$ cat src/hw/rtl/mpfb_pkg.sv
// Shared constants, types and the digit font for the page framebuffer engine.
// Depends on nothing; every other RTL file uses it.
`default_nettype none

package mpfb_pkg;

    // Screen geometry
    localparam int SCREEN_WIDTH  = 84;
    localparam int SCREEN_HEIGHT = 48;
    localparam int PAGE_COUNT    = 6;
    localparam int STORE_SIZE    = SCREEN_WIDTH * PAGE_COUNT;
    localparam int ADDR_W        = $clog2(STORE_SIZE);
    localparam int PAGE_W        = 5;
    localparam int SUM_W         = 13;

    // Command fields
    localparam int OP_W   = 3;
    localparam int BYTE_W = 8;

    localparam logic [OP_W-1:0] OP_CLEAR = 3'd0;
    localparam logic [OP_W-1:0] OP_PIXEL = 3'd1;
    localparam logic [OP_W-1:0] OP_RECT  = 3'd2;
    localparam logic [OP_W-1:0] OP_DIGIT = 3'd3;
    localparam logic [OP_W-1:0] OP_READ  = 3'd4;

    localparam logic [7:0] CHAR_ZERO = 8'h30;
    localparam logic [7:0] CHAR_NINE = 8'h39;
    localparam logic [2:0] GLYPH_LAST_COL = 3'd4;

    typedef enum logic [2:0] {
        ST_IDLE,
        ST_CLEAR,
        ST_RECT_TEST,
        ST_RECT_WRITE,
        ST_GLYPH,
        ST_RD_ISSUE,
        ST_RD_DONE
    } t_state;

    typedef struct packed {
        logic              we;
        logic [ADDR_W-1:0] waddr;
        logic [7:0]        wdata;
        logic              re;
        logic [ADDR_W-1:0] raddr;
    } t_store_req;

    function automatic logic [7:0] font_byte(input logic [3:0] digit, input logic [2:0] col);
        logic [39:0] row;
        case (digit)
            4'd0:    row = 40'h3E_51_49_45_3E;
            4'd1:    row = 40'h00_42_7F_40_00;
            4'd2:    row = 40'h42_61_51_49_46;
            4'd3:    row = 40'h21_41_45_4B_31;
            4'd4:    row = 40'h18_14_12_7F_10;
            4'd5:    row = 40'h27_45_45_45_39;
            4'd6:    row = 40'h3C_4A_49_49_30;
            4'd7:    row = 40'h01_71_09_05_03;
            4'd8:    row = 40'h36_49_49_49_36;
            4'd9:    row = 40'h06_49_49_29_1E;
            default: row = 40'h0;
        endcase
        case (col)
            3'd0:    font_byte = row[39:32];
            3'd1:    font_byte = row[31:24];
            3'd2:    font_byte = row[23:16];
            3'd3:    font_byte = row[15:8];
            3'd4:    font_byte = row[7:0];
            default: font_byte = 8'h00;
        endcase
    endfunction

endpackage

`default_nettype wire

$ cat src/hw/rtl/mpfb_store.sv
// Frame store: one write port and one read port with registered read data.
// Depends on mpfb_pkg for the request struct and store size.
`default_nettype none

module mpfb_store (
    input  wire logic                   i_clk,
    input  wire mpfb_pkg::t_store_req   i_req,
    output logic [7:0]                  o_rd_data
);
    import mpfb_pkg::*;

    logic [7:0] r_mem [STORE_SIZE];
    logic [7:0] r_rd_data;

    always_ff @(posedge i_clk) begin
        if (i_req.we) begin
            r_mem[i_req.waddr] <= i_req.wdata;
        end
        if (i_req.re) begin
            r_rd_data <= r_mem[i_req.raddr];
        end
    end

    assign o_rd_data = r_rd_data;

endmodule

`default_nettype wire

$ cat config.mk
export PLATFORM = sky130hd
export DESIGN_NAME = mpfb_store
export DESIGN_NICKNAME = d
export VERILOG_FILES = /design/src/hw/rtl/mpfb_pkg.sv /design/src/hw/rtl/mpfb_store.sv
export SDC_FILE = /design/constraint.sdc
export NUM_CORES = 2
export LEC_CHECK = 0
export BUFFER_PORTS_ARGS = -buffer_cell sky130_fd_sc_hd__buf_2
export CORE_ASPECT_RATIO = 1.75
export CORE_UTILIZATION = 55
export DETAILED_ROUTE_END_ITERATION = 10
export PLACE_DENSITY = 0.7
export SYNTH_ARGS = -nofsm -noshare
export SYNTH_HDL_FRONTEND = slang
export SYNTH_SLANG_ARGS = --single-unit
export TNS_END_PERCENT = 100
$ cat constraint.sdc
create_clock -name i_clk -period 4.15 [get_ports i_clk]
set_clock_uncertainty 0.1 [all_clocks]
set_input_delay 0.415 -clock i_clk [delete_from_list [all_inputs] [get_ports i_clk]]
set_output_delay 0.415 -clock i_clk [all_outputs]
set_load 0.02 [all_outputs]
==> impl.org <==
** Status
- The flow ran to the end, and the final reports show no timing, DRC or antenna violations.

** Layout
- Fraction of final layout cells sized beyond drive strength 1 :: 27.10%
- The library cell used most frequently in the layout, excluding fill and tap cells, is sky130_fd_sc_hd__edfxtp_1.
- Number of standard cells in the layout, taps in and fillers out :: 12,100
- P&R area growth vs syn :: 12.90%
- In the layout the commonest cells are 4,040 x sky130_fd_sc_hd__edfxtp_1, 927 x sky130_fd_sc_hd__mux4_2, 653 x sky130_fd_sc_hd__buf_4.
- Area of all placed cells without fillers :: 177,600 um^2
- Post-layout nets :: 8,072

** Global routing
- Global routing used 31.04% of the available tracks.
- Number of antenna violations at the first check in global routing :: 25
- Global routing finished with a remaining overflow of 0.
- Maximum number of pins on one net before global-route repair :: 126
- First-pass GRT wire length :: 619.9 mm
- The number of global-route vias before repair was 82,500.

** Setup path
- CP arrival :: 4430 ps
- In this run the critical register-to-register path is launched from r_mem[297][4].
- STA classifies the critical path endpoint as a flip-flop.
- Setup slack, reg-to-reg :: 490 ps
- The worst register-to-register path ends at o_rd_data[4].
- The worst setup path is of the input pin to flip-flop kind.
- Data on the critical path is required at its endpoint by 4810 ps.
- Biggest fanout along the worst timing path :: 21
- The worst register-to-register path has a depth of 10.
- STA classifies the critical path startpoint as an input pin.

** Clock tree
- Cts repair resizes :: 0
- For the worst-skew pair, the clock arrives at the later sink with an insertion delay of 950 ps.
- The tree is rooted in a sky130_fd_sc_hd__clkbuf_16.
- Cts bufs inserted :: 338
- Count of H-tree levels built during CTS :: 5
- Maximum root-to-sink buffer count :: 4
- Clock-pin slew on the worst setup and hold paths :: 70 ps
- In this run, post-CTS hold repair placed 9 buffers.
- Counting every sink on the clock net gives 4,040.
- After clock tree synthesis, the setup repair step added 0 buffers.
- Clock tree from TritonCTS :: done

** Synthesis
- Fraction of synthesis flops using an asynchronous set or reset pin :: 0%
- The synthesized netlist devotes 2.660% of its cell area to compound gates.
- Post-Syn Nets :: 7,387
- After synthesis, flip-flops and latches occupy 77.12% of the total area.
- Syn Std Cell Area :: 157,300 um^2
- Summed over all instances, the cell type with the most area after synthesis is sky130_fd_sc_hd__edfxtp_1.
- Syn. warnings :: 0
- After synthesis, the share of cell area in mux cells is 16.08%.
- Simple-gate area share of the yosys netlist :: 2.313%
- Post-Synth Adder-Cell Area :: 0%
- Netlist cell types :: 62
- The synthesized design contains 4,040 enable-type register cells.
- XOR/XNOR share of the synthesized area :: 0%
- Number of instances in the synthesized netlist :: 7,358
- By area, the combinational part of the netlist is dominated by multiplexers.
- For this run, the leading register cell type out of synthesis is sky130_fd_sc_hd__edfxtp_1.
- The share of synthesized area in the top cell type comes to 77.12%.
- Ranked by total cell area, the synthesized netlist is headed by sky130_fd_sc_hd__edfxtp_1 77%, sky130_fd_sc_hd__mux4_2 13%, sky130_fd_sc_hd__mux2i_1 2.7%, sky130_fd_sc_hd__nor2_1 1.4%, sky130_fd_sc_hd__o221ai_1 0.80%.
- Mean instance size in the synthesized netlist :: 21.38 um^2
- Flip-flop and latch count after synthesis :: 4,040

** Timing
- The final number of max-transition violations is 0.
- Unrepaired setup endpoints after global routing :: false
- Remaining max-slew budget at the tightest pin :: 8.281%
- Final critical delay including setup and external delays :: 3766 ps
- Maximum operating frequency :: 0.2656 GHz
- Final setup vio count :: 0
- Setup TNS :: 0 ps
- Final Hold Viols :: 0
- After layout, the worst path uses 90.74% of the clock period.
- Final hold analysis gives a worst-case slack of 220.7 ps.
- Worst slew pin tran :: 1365 ps

** Power and ir drop
- Leakage component of the power :: 56.53 nW
- The worst-case IR drop observed on VDD is 0.4834 mV.
- In this run the power density over the cells is 459.0 nW/um^2.

** Route
- In this run the remaining antenna-violating nets after routing total 0.
- Starting DRC count in detailed routing :: 10,170
- Drt drc :: 0
- Final routed wirelength across all metal layers :: 444.2 mm
- After detailed routing, the number of vias per cell comes to 6.683.
- The routed layout has 80,900 vias.
- The pre-antenna-repair detailed-routing pass consisted of 8 iterations.
- In the final routed layout, each cell accounts on average for 36.70 um.

** Min path
- Capture endpoint of the worst hold path :: r_mem[443][0]
- Worst hold path startpoint :: i_req[18]
- The worst hold path passes through 3 cells.
- In this run the worst hold path is classified as input pin to flip-flop.

** Floorplan
- The total area inside the core boundary comes to 284,500 um^2.
- Die height :: 709.5 um
- Cell row count :: 259
- 37 I/O pins were placed.
- The die covers 288,200 um^2.
- Die X :: 406.3 um
- The initial utilization of the core area, before any placement, comes to 55.29%.

** Job
- Max Cap Viol :: 0

** Place
- Last weighted congestion value of the routability-driven placer :: 0.9136
- Detailed placement finished with a half-perimeter wire length of 291.9 mm.
- Placed cell area :: 166,700 um^2
- Once placement completed, the tool counted placed cells totaling 11,480.
- Port Buffer Count :: 36
[worst max-delay path by stage]
stage / end / slack, ps / cells after the start / from
floorplan: o_rd_data[0] / 1180 / 10 / i_req[0]
global placement: o_rd_data[4] / -320 / 12 / i_req[1]
detailed placement: o_rd_data[4] / -340 / 12 / i_req[1]
CTS: o_rd_data[4] / 610 / 12 / i_req[1]
global route: o_rd_data[4] / 510 / 12 / i_req[1]
finish: o_rd_data[4] / 380 / 12 / i_req[1]
[metrics by stage]
stage                     utilization [%]  power, mW  setup WS [ps]
after floorplan                         -      48.09           1175
after global placement              58.60      50.44         -321.7
after detailed placement            58.60      50.52         -344.6
after CTS                           62.41      81.62          612.8
after global routing                62.41      83.09          510.7
final                               62.42      81.51          384.4
[worst max-delay path, stage by stage]
cell and delay [ps]:
sky130_fd_sc_hd__buf_8 300, sky130_fd_sc_hd__nand2_4 450, sky130_fd_sc_hd__buf_12 330, sky130_fd_sc_hd__o221ai_1 270, sky130_fd_sc_hd__o22ai_1 130, sky130_fd_sc_hd__nor4_1 590
sky130_fd_sc_hd__o21ai_0 190, sky130_fd_sc_hd__buf_4 180, sky130_fd_sc_hd__nor3_1 1030, sky130_fd_sc_hd__buf_4 260, sky130_fd_sc_hd__nor3_1 50, sky130_fd_sc_hd__a211oi_1 180
[state kept, by name (all words and copies together), names as in the netlist]
register and count:
r_mem 4032, o_rd_data 8
[report_power, final]
group	internal [mW]	total [mW]	leakage (nW)	switching (mW)
Combinational	1.65	4.75	15.0	3.10
Clock	17.3	31.8	5.26	14.5
Sequential	44.9	44.9	36.3	0.0382
[cell families after synthesis]
group / after synthesis
multiplexers: 1367
AND/OR/NAND/NOR: 877
buffers and inverters: 463
flip-flops: 4040
AO/OA/AOI/OAI: 611
[area by class of cell]
cell class	instances	area, um^2
diodes	15	37.54
clock buffers	394	8860
clock inverters	208	1886
fillers	19240	106900
inverters	6	36.28
multi-input cells	2855	33330
flip-flops and latches	4040	121300
well taps	3784	4735
repair buffers	802	7408
[routing by layer]
layer,track usage (%),share of wire [%]
met1,35.53,32
met4,23.16,8.7
met5,0,0.014
met2,52.29,51
met3,5.378,8.7
[Yosys cell counts (5+ instances only)]
master,count
sky130_fd_sc_hd__nand2_1,128
sky130_fd_sc_hd__o21ai_0,94
sky130_fd_sc_hd__nand3_1,38
sky130_fd_sc_hd__nand2b_1,8
sky130_fd_sc_hd__a211oi_1,17
sky130_fd_sc_hd__o22ai_1,109
sky130_fd_sc_hd__a31oi_1,16
sky130_fd_sc_hd__o2111ai_1,5
sky130_fd_sc_hd__nor2b_1,14
sky130_fd_sc_hd__buf_8,19
sky130_fd_sc_hd__and2_1,15
sky130_fd_sc_hd__a221oi_1,13
sky130_fd_sc_hd__buf_6,85
sky130_fd_sc_hd__edfxtp_1,4040
sky130_fd_sc_hd__mux2_2,12
sky130_fd_sc_hd__a22oi_1,44
sky130_fd_sc_hd__buf_4,39
sky130_fd_sc_hd__mux4_2,927
sky130_fd_sc_hd__a21oi_1,110
sky130_fd_sc_hd__nor3_1,48
sky130_fd_sc_hd__o221ai_1,144
sky130_fd_sc_hd__mux2i_1,428
sky130_fd_sc_hd__a311oi_1,6
sky130_fd_sc_hd__nor4_1,12
sky130_fd_sc_hd__clkbuf_1,190
sky130_fd_sc_hd__nand4_1,7
sky130_fd_sc_hd__o211ai_1,7
sky130_fd_sc_hd__buf_1,27
sky130_fd_sc_hd__a2111oi_0,10
sky130_fd_sc_hd__nor2_1,581
sky130_fd_sc_hd__buf_2,95
No activity file was read; power rests on OpenSTA's default activity.
